**src/hdl/tppg_pkg.sv**
```systemverilog
// Shared types, constants and arithmetic helpers of the test pattern pixel generator.
`default_nettype none
package tppg_pkg;

    localparam int MAX_ITER = 16;
    localparam int ITER_W   = (MAX_ITER > 1) ? $clog2(MAX_ITER) : 1;
    localparam int DVD_W    = 44;
    localparam int DVS_W    = 27;
    localparam int Q_W      = 20;

    localparam logic [2:0] MODE_RAINBOW = 3'd0;
    localparam logic [2:0] MODE_GREY    = 3'd1;
    localparam logic [2:0] MODE_GRID    = 3'd2;
    localparam logic [2:0] MODE_NOISE   = 3'd3;
    localparam logic [2:0] MODE_HUENOIS = 3'd4;
    localparam logic [2:0] MODE_MANDEL  = 3'd5;
    localparam logic [2:0] MODE_CIRCLE  = 3'd6;

    localparam logic [1:0] CFG_MODE  = 2'd0;
    localparam logic [1:0] CFG_XSPAN = 2'd1;
    localparam logic [1:0] CFG_YSPAN = 2'd2;

    typedef enum logic [4:0] {
        OP_NONE, OP_LOAD, OP_DIV_U, OP_DIV_V, OP_DIV_HUE, OP_DIV_HN,
        OP_MUL_P, OP_MUL_D, OP_DIV_CX, OP_DIV_CY, OP_SQ_X, OP_SQ_Y,
        OP_MUL_XY, OP_UPD, OP_ESC, OP_INC, OP_FIN, OP_OUT
    } t_op;

    typedef struct packed {
        t_op op;
    } t_cmd;

    typedef struct packed {
        logic [2:0] mode;
        logic       div_done;
        logic       esc;
        logic       iter_last;
        logic       pix;
        logic       out_free;
    } t_stat;

    function automatic logic [16:0] hue_chan(input logic [18:0] h, input logic [2:0] off);
        logic [2:0]  off_n;
        logic [19:0] t;
        logic [19:0] d;
        logic [16:0] r;
        off_n = 3'd6 - off;
        t = {1'b0, h} + {1'b0, off_n, 16'b0};
        if (t >= 20'd393216) t = t - 20'd393216;
        if (t >= 20'd196608) d = t - 20'd196608;
        else d = 20'd196608 - t;
        if (d <= 20'd65536) r = 17'd0;
        else if (d >= 20'd131072) r = 17'h10000;
        else r = 17'(d - 20'd65536);
        return r;
    endfunction

    function automatic logic [7:0] to8(input logic [16:0] c);
        logic [24:0] p;
        p = {c, 8'b0} - {8'b0, c} + 25'd32768;
        return p[23:16];
    endfunction

    function automatic logic signed [19:0] sat_q(input logic signed [25:0] a);
        logic signed [19:0] r;
        if (a > 26'sd524287) r = 20'sh7FFFF;
        else if (a < -26'sd524288) r = 20'sh80000;
        else r = a[19:0];
        return r;
    endfunction

endpackage
`default_nettype wire

```
**src/hdl/tppg_div.sv**
```systemverilog
// Restoring divider that produces one quotient bit per cycle.
`default_nettype none
module tppg_div
    import tppg_pkg::*;
(
    input  wire logic             i_clk,
    input  wire logic             i_rst_n,
    input  wire logic             i_start,
    input  wire logic [DVD_W-1:0] i_dividend,
    input  wire logic [DVS_W-1:0] i_divisor,
    output logic                  o_done,
    output logic [DVD_W-1:0]      o_quo
);

    logic                     r_busy;
    logic                     r_done;
    logic [$clog2(DVD_W)-1:0] r_cnt;
    logic [DVS_W-1:0]         r_rem;
    logic [DVS_W-1:0]         r_dvs;
    logic [DVD_W-1:0]         r_quo;
    logic [DVS_W:0]           w_shift;
    logic [DVS_W:0]           w_diff;
    logic                     w_ge;

    assign w_shift = {r_rem, r_quo[DVD_W-1]};
    assign w_ge    = w_shift >= {1'b0, r_dvs};
    assign w_diff  = w_shift - {1'b0, r_dvs};

    always_ff @(posedge i_clk) begin
        if (!i_rst_n) begin
            r_busy <= 1'b0;
            r_done <= 1'b0;
            r_cnt  <= '0;
        end else begin
            r_done <= 1'b0;
            if (i_start) begin
                r_busy <= 1'b1;
                r_cnt  <= '0;
            end else if (r_busy) begin
                r_cnt <= r_cnt + 1'b1;
                if (r_cnt == ($clog2(DVD_W))'(DVD_W - 1)) begin
                    r_busy <= 1'b0;
                    r_done <= 1'b1;
                end
            end
        end
    end

    always_ff @(posedge i_clk) begin
        if (i_start) begin
            r_quo <= i_dividend;
            r_rem <= '0;
            r_dvs <= i_divisor;
        end else if (r_busy) begin
            r_rem <= w_ge ? w_diff[DVS_W-1:0] : w_shift[DVS_W-1:0];
            r_quo <= {r_quo[DVD_W-2:0], w_ge};
        end
    end

    assign o_done = r_done;
    assign o_quo  = r_quo;

endmodule
`default_nettype wire

```
**src/hdl/tppg_dp.sv**
```systemverilog
// Datapath: configuration, operand registers, shared multiplier and divider, output register.
`default_nettype none
module tppg_dp
    import tppg_pkg::*;
(
    input  wire logic        i_clk,
    input  wire logic        i_rst_n,
    input  wire logic        i_cfg_we,
    input  wire logic [1:0]  i_cfg_addr,
    input  wire logic [11:0] i_cfg_data,
    input  wire logic [55:0] i_s_data,
    input  wire logic        i_m_ready,
    output logic             o_m_valid,
    output logic [47:0]      o_m_data,
    input  wire t_cmd        i_cmd,
    output t_stat            o_stat
);

    logic [2:0]  r_mode;
    logic [11:0] r_xspan;
    logic [11:0] r_yspan;
    logic [11:0] r_x;
    logic [10:0] r_row;
    logic [15:0] r_rt;
    logic [15:0] r_rb;
    logic        r_pix;
    logic [27:0] r_u;
    logic [27:0] r_v;
    logic [18:0] r_h;
    logic signed [25:0] r_pnum;
    logic [23:0] r_den;
    logic        r_neg;
    t_op         r_dst;
    logic signed [19:0] r_cx;
    logic signed [19:0] r_cy;
    logic signed [19:0] r_zx;
    logic signed [19:0] r_zy;
    logic [38:0] r_a;
    logic [38:0] r_b;
    logic signed [23:0] r_c;
    logic [ITER_W-1:0] r_iter;
    logic        r_esc;
    logic [23:0] r_top;
    logic [23:0] r_bot;
    logic [47:0] r_odata;
    logic        r_ovalid;

    logic [11:0] w_w;
    logic [11:0] w_h;
    logic [11:0] w_y;
    logic [15:0] w_r;
    logic signed [14:0] w_dxw;
    logic signed [14:0] w_dyh;
    logic [14:0] w_dyh_abs;
    logic [25:0] w_pabs;
    logic [27:0] w_cx5;
    logic [16:0] w_cy5;
    logic [28:0] w_uv;
    logic [30:0] w_hue;
    logic [18:0] w_r6;
    logic [30:0] w_hq_p;
    logic [12:0] w_hq;
    logic [14:0] w_h6;
    logic [14:0] w_hrem;
    logic [16:0] w_r6lo;
    logic [2:0]  w_r6c;
    logic [18:0] w_hn;
    logic signed [20:0] w_ma;
    logic signed [20:0] w_mb;
    logic signed [41:0] w_prod;
    logic signed [25:0] w_sx;
    logic signed [25:0] w_sy;
    logic        w_esc;
    logic        w_inside;
    logic        w_start;
    logic [DVD_W-1:0] w_dvd;
    logic [DVS_W-1:0] w_dvs;
    logic        w_done;
    logic [DVD_W-1:0] w_quo;
    logic [16:0] w_grey;
    logic [16:0] w_noise;
    logic [16:0] w_flat;
    logic [ITER_W+4:0] w_i17;
    logic [7:0]  w_blue;
    logic [23:0] w_rgb;

    assign w_w = (r_xspan == 12'd0) ? 12'd1 : r_xspan;
    assign w_h = (r_yspan == 12'd0) ? 12'd1 : r_yspan;
    assign w_y = {r_row, r_pix};
    assign w_r = r_pix ? r_rb : r_rt;

    assign w_dxw     = $signed({2'b0, r_x, 1'b0}) - $signed({3'b0, w_w});
    assign w_dyh     = $signed({2'b0, w_y, 1'b0}) - $signed({3'b0, w_h});
    assign w_dyh_abs = w_dyh[14] ? 15'(-w_dyh) : 15'(w_dyh);
    assign w_pabs    = r_pnum[25] ? 26'(-r_pnum) : 26'(r_pnum);
    assign w_cx5     = {1'b0, w_pabs[24:0], 2'b0} + {3'b0, w_pabs[24:0]};
    assign w_cy5     = {1'b0, w_dyh_abs[13:0], 2'b0} + {3'b0, w_dyh_abs[13:0]};
    assign w_uv      = {1'b0, r_u} + {1'b0, r_v};
    assign w_hue     = {1'b0, w_uv, 1'b0} + {2'b0, w_uv};
    assign w_r6      = {1'b0, w_r, 2'b0} + {2'b0, w_r, 1'b0};

    // The integer part of the hue is reduced modulo six by a reciprocal multiplication.
    assign w_hq_p = {16'b0, w_hue[30:16]} * 31'd43691;
    assign w_hq   = w_hq_p[30:18];
    assign w_h6   = {w_hq, 2'b0} + {1'b0, w_hq, 1'b0};
    assign w_hrem = w_hue[30:16] - w_h6;

    // The noise hue is 6R + floor(6R / 65535), since 65536 / 65535 = 1 + 1 / 65535.
    assign w_r6lo = {1'b0, w_r6[15:0]} + {14'b0, w_r6[18:16]};
    assign w_r6c  = (w_r6lo >= 17'd65535) ? 3'(w_r6[18:16] + 3'd1) : w_r6[18:16];
    assign w_hn   = w_r6 + {16'b0, w_r6c};

    always_comb begin
        w_ma = '0;
        w_mb = '0;
        case (i_cmd.op)
            OP_MUL_P: begin
                w_ma = {{6{w_dxw[14]}}, w_dxw};
                w_mb = {8'b0, 13'({1'b0, w_w} + 13'd1)};
            end
            OP_MUL_D: begin
                w_ma = {9'b0, w_w};
                w_mb = {8'b0, 13'({1'b0, w_h} + 13'd1)};
            end
            OP_SQ_X: begin
                w_ma = {r_zx[19], r_zx};
                w_mb = {r_zx[19], r_zx};
            end
            OP_SQ_Y: begin
                w_ma = {r_zy[19], r_zy};
                w_mb = {r_zy[19], r_zy};
            end
            OP_MUL_XY: begin
                w_ma = {r_zx[19], r_zx};
                w_mb = {r_zy[19], r_zy};
            end
            default: begin
                w_ma = '0;
                w_mb = '0;
            end
        endcase
    end

    assign w_prod = w_ma * w_mb;

    always_comb begin
        w_start = 1'b1;
        w_dvd   = '0;
        w_dvs   = 27'd1;
        case (i_cmd.op)
            OP_DIV_U: begin
                w_dvd = {16'b0, r_x, 16'b0};
                w_dvs = {15'b0, w_w};
            end
            OP_DIV_V: begin
                w_dvd = {16'b0, w_y, 16'b0};
                w_dvs = {15'b0, w_h};
            end
            OP_DIV_CX: begin
                w_dvd = {w_cx5, 16'b0};
                w_dvs = {1'b0, r_den, 2'b0};
            end
            OP_DIV_CY: begin
                w_dvd = {11'b0, w_cy5, 16'b0};
                w_dvs = {13'b0, w_h, 2'b0};
            end
            default: begin
                w_start = 1'b0;
            end
        endcase
    end

    tppg_div u_div (
        .i_clk      (i_clk),
        .i_rst_n    (i_rst_n),
        .i_start    (w_start),
        .i_dividend (w_dvd),
        .i_divisor  (w_dvs),
        .o_done     (w_done),
        .o_quo      (w_quo)
    );

    function automatic logic signed [19:0] sat_mag(input logic neg, input logic [DVD_W-1:0] m);
        logic signed [19:0] r;
        if (!neg) r = (m > 44'd524287) ? 20'sh7FFFF : $signed(m[19:0]);
        else r = (m > 44'd524288) ? 20'sh80000 : $signed(20'(-m[19:0]));
        return r;
    endfunction

    assign w_sx = $signed({3'b0, r_a[38:16]}) - $signed({3'b0, r_b[38:16]})
                + $signed({{6{r_cx[19]}}, r_cx});
    assign w_sy = $signed({r_c[23], r_c, 1'b0}) + $signed({{6{r_cy[19]}}, r_cy});
    assign w_esc    = ({1'b0, r_a[38:16]} + {1'b0, r_b[38:16]}) > 24'd262144;
    assign w_inside = ({1'b0, r_a} + {1'b0, r_b}) <= 40'h1_0000_0000;

    assign w_grey  = (w_uv[28:1] > 28'd65536) ? 17'h10000 : w_uv[17:1];
    assign w_noise = (w_r == 16'hFFFF) ? 17'h10000 : {1'b0, w_r};
    assign w_i17   = {1'b0, r_iter, 4'b0} + {5'b0, r_iter};
    assign w_blue  = (w_i17 >= (ITER_W+5)'(255)) ? 8'd255 : w_i17[7:0];

    always_comb begin
        w_flat = '0;
        w_rgb  = '0;
        case (r_mode) inside
            MODE_RAINBOW, MODE_HUENOIS: begin
                w_rgb = {to8(hue_chan(r_h, 3'd4)), to8(hue_chan(r_h, 3'd2)),
                         to8(hue_chan(r_h, 3'd0))};
            end
            MODE_GREY: begin
                w_flat = w_grey;
                w_rgb  = {3{to8(w_flat)}};
            end
            MODE_GRID: begin
                w_flat = (r_x[0] ^ r_pix) ? 17'd0 : 17'h10000;
                w_rgb  = {3{to8(w_flat)}};
            end
            MODE_NOISE: begin
                w_flat = w_noise;
                w_rgb  = {3{to8(w_flat)}};
            end
            MODE_MANDEL: begin
                w_rgb = {(r_esc ? w_blue : 8'd0), 16'd0};
            end
            MODE_CIRCLE: begin
                w_rgb = w_inside ? 24'hFFFFFF : 24'd0;
            end
            default: begin
                w_rgb = '0;
            end
        endcase
    end

    always_ff @(posedge i_clk) begin
        if (!i_rst_n) begin
            r_mode   <= MODE_RAINBOW;
            r_xspan  <= 12'd79;
            r_yspan  <= 12'd46;
            r_ovalid <= 1'b0;
        end else begin
            if (i_cfg_we) begin
                unique case (i_cfg_addr)
                    CFG_MODE:  r_mode  <= i_cfg_data[2:0];
                    CFG_XSPAN: r_xspan <= i_cfg_data;
                    CFG_YSPAN: r_yspan <= i_cfg_data;
                    default: ;
                endcase
            end
            if (i_cmd.op == OP_OUT) r_ovalid <= 1'b1;
            else if (i_m_ready) r_ovalid <= 1'b0;
        end
    end

    always_ff @(posedge i_clk) begin
        if (w_done) begin
            case (r_dst)
                OP_DIV_U:   r_u <= w_quo[27:0];
                OP_DIV_V:   r_v <= w_quo[27:0];
                OP_DIV_CX: begin
                    r_cx <= sat_mag(r_neg, w_quo);
                    r_zx <= sat_mag(r_neg, w_quo);
                end
                OP_DIV_CY: begin
                    r_cy <= sat_mag(r_neg, w_quo);
                    r_zy <= sat_mag(r_neg, w_quo);
                end
                default: ;
            endcase
        end
        case (i_cmd.op) inside
            OP_LOAD: begin
                r_x   <= i_s_data[11:0];
                r_row <= i_s_data[22:12];
                r_rt  <= i_s_data[38:23];
                r_rb  <= i_s_data[54:39];
                r_pix <= 1'b0;
            end
            OP_DIV_U, OP_DIV_V: r_dst <= i_cmd.op;
            OP_DIV_HUE: r_h <= {w_hrem[2:0], w_hue[15:0]};
            OP_DIV_HN:  r_h <= (w_hn == 19'd393216) ? 19'd0 : w_hn;
            OP_DIV_CX: begin
                r_dst <= i_cmd.op;
                r_neg <= r_pnum[25];
            end
            OP_DIV_CY: begin
                r_dst <= i_cmd.op;
                r_neg <= w_dyh[14];
            end
            OP_MUL_P: begin
                r_pnum <= w_prod[25:0];
                r_iter <= '0;
                r_esc  <= 1'b0;
            end
            OP_MUL_D:  r_den <= w_prod[23:0];
            OP_SQ_X:   r_a   <= w_prod[38:0];
            OP_SQ_Y:   r_b   <= w_prod[38:0];
            OP_MUL_XY: r_c   <= w_prod[39:16];
            OP_UPD: begin
                r_zx <= sat_q(w_sx);
                r_zy <= sat_q(w_sy);
            end
            OP_ESC: r_esc  <= 1'b1;
            OP_INC: r_iter <= r_iter + 1'b1;
            OP_FIN: begin
                if (r_pix) r_bot <= w_rgb;
                else r_top <= w_rgb;
                r_pix <= ~r_pix;
            end
            OP_OUT: r_odata <= {r_bot, r_top};
            default: ;
        endcase
    end

    assign o_m_valid = r_ovalid;
    assign o_m_data  = r_odata;

    assign o_stat.mode      = r_mode;
    assign o_stat.div_done  = w_done;
    assign o_stat.esc       = w_esc;
    assign o_stat.iter_last = (r_iter == ITER_W'(MAX_ITER - 1));
    assign o_stat.pix       = r_pix;
    assign o_stat.out_free  = !r_ovalid || i_m_ready;

endmodule
`default_nettype wire

```
**config.mk**
```make
export PLATFORM = sky130hd
export DESIGN_NAME = tppg_dp
export DESIGN_NICKNAME = d
export VERILOG_FILES = /design/src/hdl/tppg_pkg.sv /design/src/hdl/tppg_div.sv /design/src/hdl/tppg_dp.sv
export SDC_FILE = /design/constraint.sdc
export NUM_CORES = 2
export LEC_CHECK = 0
export BUFFER_PORTS_ARGS = -buffer_cell sky130_fd_sc_hd__clkbuf_2
export CORE_MARGIN = 2
export CORE_UTILIZATION = 40
export DETAILED_ROUTE_END_ITERATION = 10
export GPL_ROUTABILITY_DRIVEN = 1
export SYNTH_ARGS = -nofsm -noshare
export SYNTH_HDL_FRONTEND = slang
export SYNTH_SLANG_ARGS = --single-unit
```
**constraint.sdc**
```tcl
create_clock -name i_clk -period 13 [get_ports i_clk]
set_input_delay 2.6 -clock i_clk [delete_from_list [all_inputs] [get_ports i_clk]]
set_output_delay 2.6 -clock i_clk [all_outputs]
set_load 0.005 [all_outputs]
```
==> results by group <==
Power
  • Worst ir drop on vdd: 0.07354 mV
  • Clock power share: 0.339
  • Switching share of power: 0.3310
  • Total leakage power: 30.07 nW
  • Internal power of the cells: just over 4 mW
  • Switching power summed over all nets: 2.020 mW
  • Pwr per Cell Area: 89.37 mW/mm^2
  • Part of the power in combinational logic: 0.277
  • Relative contribution of sequential cells to total power: 0.383

CTS
  • Cell at the root of the clock tree: sky130_fd_sc_hd__clkbuf_16
  • Clock transition at the register clock pins on the worst setup and hold paths after CTS: 0.06 ns
  • CTS tree: built
  • Clock buffer depth: 3
  • Clock latency on the worst-skew pair: slightly below 0.7 ns
  • Hold Buf Count CTS: 0
  • Quantity of gates resized following cts: 0
  • Number of clock sinks seen by CTS: around 600
  • Post-CTS Setup Bufs: 0
  • H-tree level count: 3
  • Number of buffers created by CTS: 71

GRT
  • Number of antenna violations at the first check in global routing: 11
  • Pin count of the biggest net entering global routing: 56
  • First-pass GRT wire length: 289200 um
  • Total track usage: 0.2344
  • Number of global-route vias before repair: 49017
  • Congestion Overflow GR: 0

Route
  • Total vias in the final route: 49874
  • Total iterations of the first detailed-routing run: 9
  • Iter 0 DRT Violations: 4109
  • Via count normalized by instance count: 5.566
  • Final routed DRC violation total: 0
  • Routed length on met2: around 88000 um
  • DRT antenna net count: 0
  • Routed metal-1 wire length: 81700 um
  • Wirelength, routed: 187400 um
  • Total met3 wirelength after detailed routing: roughly 11000 um
  • Detail-routed net length per standard cell: 20.91 um
  • Highest metal used: met5

Critical path
  • Kind of start point of the critical path: input port
  • Top fanout value on the critical path: 11
  • Critical path start-end classification: input port to flip-flop
  • Most prevalent standard cell on the critical path: sky130_fd_sc_hd__fa_1
  • Required time of the critical path: 13.39 ns
  • Delay of the slowest cell on the worst path: 0.55 ns
  • Dominant delay contributor by cell family on the critical path: adder cells
  • Worst EP arrival: 12.42 ns
  • Slowest CP cell: sky130_fd_sc_hd__fa_1
  • Critical path endpoint category: flip-flop
  • Number of buffer and inverter instances along the worst setup path: 11

Synthesis
  • Average cell area after synthesis: 9.266 sq um
  • Count of different cell masters after synthesis: 116
  • Leading post-synthesis cells by cell area: sky130_fd_sc_hd__edfxtp_1 (24%), sky130_fd_sc_hd__fa_1 (16%), sky130_fd_sc_hd__ha_1 (12%), sky130_fd_sc_hd__inv_1 (5.4%), sky130_fd_sc_hd__xnor2_1 (4.3%)
  • Number of flops mapped to enable cells by yosys: 499
  • Proportion of synthesized chip area in sequential cells: 0.2742
  • Number of synthesized register bits: around 600
  • Async set-reset flop share out of synthesis: 0
  • Largest area contributor in the synthesized netlist: sky130_fd_sc_hd__edfxtp_1
  • Net count after synthesis: 7888
  • Synthesized cell area: slightly above 0.06 sq mm
  • Gate Count Post-Synth: 6716
  • Synth warn: 0
  • Leading register cell type out of synthesis: sky130_fd_sc_hd__edfxtp_1
  • Fraction of synthesized cell area taken by the top area cell type: 0.2408

Die
  • Row count: about 140
  • Boundary pin count: 136
  • Full die area: 0.1588 sq mm
  • Effective utilization at floorplan: 0.4035
  • Die outline width: between 300 and 400 um
  • Std-Cell Core Area: 0.1542 sq mm
  • Vertical die dimension: 398.4 um

STA
  • Relative slew slack: 0.04451
  • Fmax: 83.08 MHz
  • Setup repair after global routing missed its margin: false
  • Count of endpoints failing setup in the final report: 0
  • Final slew viol count: 0
  • Worst clock skew on the final layout: 0.03133 ns
  • Transition time at the pin with the least slew margin: 1.423 ns
  • Final clock period utilization by the worst path: 0.9259
  • Setup_tns: 0 ns
  • Number of failing hold endpoints at the final stage: 0
  • Period minus WS final: about 12 ns

Placed design
  • Weighted congestion reported at the end of routability-driven placement: between 0.9 and 1
  • Number of cells after detailed placement: between 8000 and 9000
  • HPWL reported at the end of detailed placement: ~150000 um
  • Count of input and output buffers: 134

Final layout
  • Number of nets in the final layout: 8030
  • Total area of multi-input combinational cells: ~0.041 sq mm
  • Final core utilization: 0.4428
  • Fraction of layout cells with a size suffix above 1: 0.08214
  • Fill cell total of the finished layout: 14953
  • Layout Area Growth over Synthesis: 9.729%
  • Register Area: 0.01707 sq mm
  • Non-filler cells in the finished layout: between 8000 and 9000

Worst hold path
  • Path class of the lowest-slack min-delay path: flip-flop to flip-flop

Job
  • Number of violations of the max-capacitance limit: 0

Outcome
  • Run status: completed
==> cell usage in the layout, fill, tap and decap left out, types with 48 or more instances in the layout <==
| cell type | netlist | layout |
|---|---|---|
| sky130_fd_sc_hd__o21a_1 | 53 | 53 |
| sky130_fd_sc_hd__nand2_1 | 716 | 716 |
| sky130_fd_sc_hd__clkbuf_2 | 0 | 134 |
| sky130_fd_sc_hd__and3_1 | 56 | 55 |
| sky130_fd_sc_hd__a21oi_1 | 306 | 306 |
| sky130_fd_sc_hd__nor2_1 | 509 | 509 |
| sky130_fd_sc_hd__nand3_1 | 112 | 112 |
| sky130_fd_sc_hd__ha_1 | 596 | 596 |
| sky130_fd_sc_hd__xnor2_1 | 307 | 305 |
| sky130_fd_sc_hd__inv_1 | 894 | 891 |
| sky130_fd_sc_hd__buf_4 | 5 | 156 |
| sky130_fd_sc_hd__a31oi_1 | 50 | 50 |
| sky130_fd_sc_hd__dfxtp_1 | 104 | 104 |
| sky130_fd_sc_hd__or2_2 | 55 | 55 |
| sky130_fd_sc_hd__a211oi_1 | 48 | 48 |
| sky130_fd_sc_hd__xor2_1 | 123 | 123 |
| sky130_fd_sc_hd__and2_1 | 82 | 82 |
| sky130_fd_sc_hd__clkbuf_16 | 0 | 72 |
| sky130_fd_sc_hd__nor2b_1 | 70 | 70 |
| sky130_fd_sc_hd__o21ai_0 | 266 | 261 |
| sky130_fd_sc_hd__nor4_1 | 52 | 51 |
| sky130_fd_sc_hd__or3_1 | 56 | 55 |
| sky130_fd_sc_hd__edfxtp_1 | 499 | 499 |
| sky130_fd_sc_hd__fa_1 | 497 | 497 |
| sky130_fd_sc_hd__nor3_1 | 129 | 124 |
| sky130_fd_sc_hd__a21o_1 | 92 | 92 |
| sky130_fd_sc_hd__nand2b_1 | 54 | 54 |
==> synthesized netlist by cell type (123+ instances only) <==
cell type and n:
sky130_fd_sc_hd__a21oi_1 306, sky130_fd_sc_hd__clkbuf_1 180, sky130_fd_sc_hd__edfxtp_1 499, sky130_fd_sc_hd__fa_1 497, sky130_fd_sc_hd__ha_1 596, sky130_fd_sc_hd__inv_1 894, sky130_fd_sc_hd__nand2_1 716, sky130_fd_sc_hd__nor2_1 509
sky130_fd_sc_hd__nor3_1 129, sky130_fd_sc_hd__o21ai_0 266, sky130_fd_sc_hd__xnor2_1 307, sky130_fd_sc_hd__xor2_1 123
==> path summary, 6_finish.rpt <==
check	to	startpoint	depth (start not counted)	slack [ns]
hold reg to reg	o_m_data[46]$_DFFE_PP_	r_bot[22]$_DFFE_PP_	0	0.41
setup / recovery	r_a[38]$_DFFE_PP_	i_cmd[3]	42	0.96
setup reg to reg	r_h[18]$_DFFE_PP_	r_u[0]$_DFFE_PP_	45	1.10
hold / removal	o_m_data[46]$_DFFE_PP_	r_bot[22]$_DFFE_PP_	0	0.41
==> flip-flops by register name, summed over array words and instances, names as in the netlist, 26 cells and up <==
signal / cells
o_m_data: 48
r_a: 39
r_b: 39
r_pnum: 26
r_u: 28
r_v: 28
u_div.o_quo: 44
u_div.r_dvs: 26
u_div.r_rem: 27
==> kinds of logic (layout without fill, tap and decap cells) <==
group                    Yosys count  in the layout  share of synthesized area
adder cells (fa/ha/maj)         1093           1093                     0.2797
multiplexers                      68             68                    0.01144
AND/OR/NAND/NOR                 2041           2041                     0.1559
other                              1              2                 0.00006026
buffers and inverters           1125           1324                    0.06872
XOR/XNOR                         431            431                    0.06088
AO/OA/AOI/OAI                   1354           1354                     0.1490
flip-flops                       603            603                     0.2742
==> layout make-up <==
class	instances	share of cell area
clock buffer	92	0.02822
tap	2044	0.03745
sequential	603	0.2499
multi-input combinational	4988	0.6000
antenna	1	0.00003665
timing repair buffer	293	0.02785
clock inverter	38	0.007036
inverter	901	0.04953
==> metrics by stage <==
step	worst slack (ns)	instance area [sq um]	hold slack, ns	power [mW]
5_1_grt	0.2710	68280	0.4240	6.421
6_report	0.9637	68290	0.4104	6.103
4_1_cts	1.029	68280	0.4155	6.144
2_1_floorplan	1.025	62230	0.4003	3.539
3_3_place_gp	0.4172	65880	0.4041	4.024
3_5_place_dp	0.3630	65880	0.4045	4.053
==> power by group through the flow <==
stage	Clock (mW)	Combinational, mW	Sequential [mW]
2_1_floorplan	0	1.21	2.33
6_report	2.07	1.69	2.34
5_1_grt	2.19	1.88	2.35
4_1_cts	2.12	1.69	2.34
3_3_place_gp	0	1.65	2.37
3_5_place_dp	0	1.68	2.38
==> worst register-to-register path: cells and delay by family (launching register included) <==
family	cells	cell delay, ns
mux	1	0.15
simple gates	6	1.37
compound gates	14	3.74
xor+xnor	8	1.57
buf+inv	5	0.31
fa+ha+maj	11	4.22
flops	1	0.36
==> metal layers <==
metal,up-vias,global-route usage
met4,8,0.07156
met5,-,0
li1,23506,-
met3,257,0.02976
met1,24594,0.3156
met2,1509,0.3924
No activity file was read; power rests on OpenSTA's default activity.
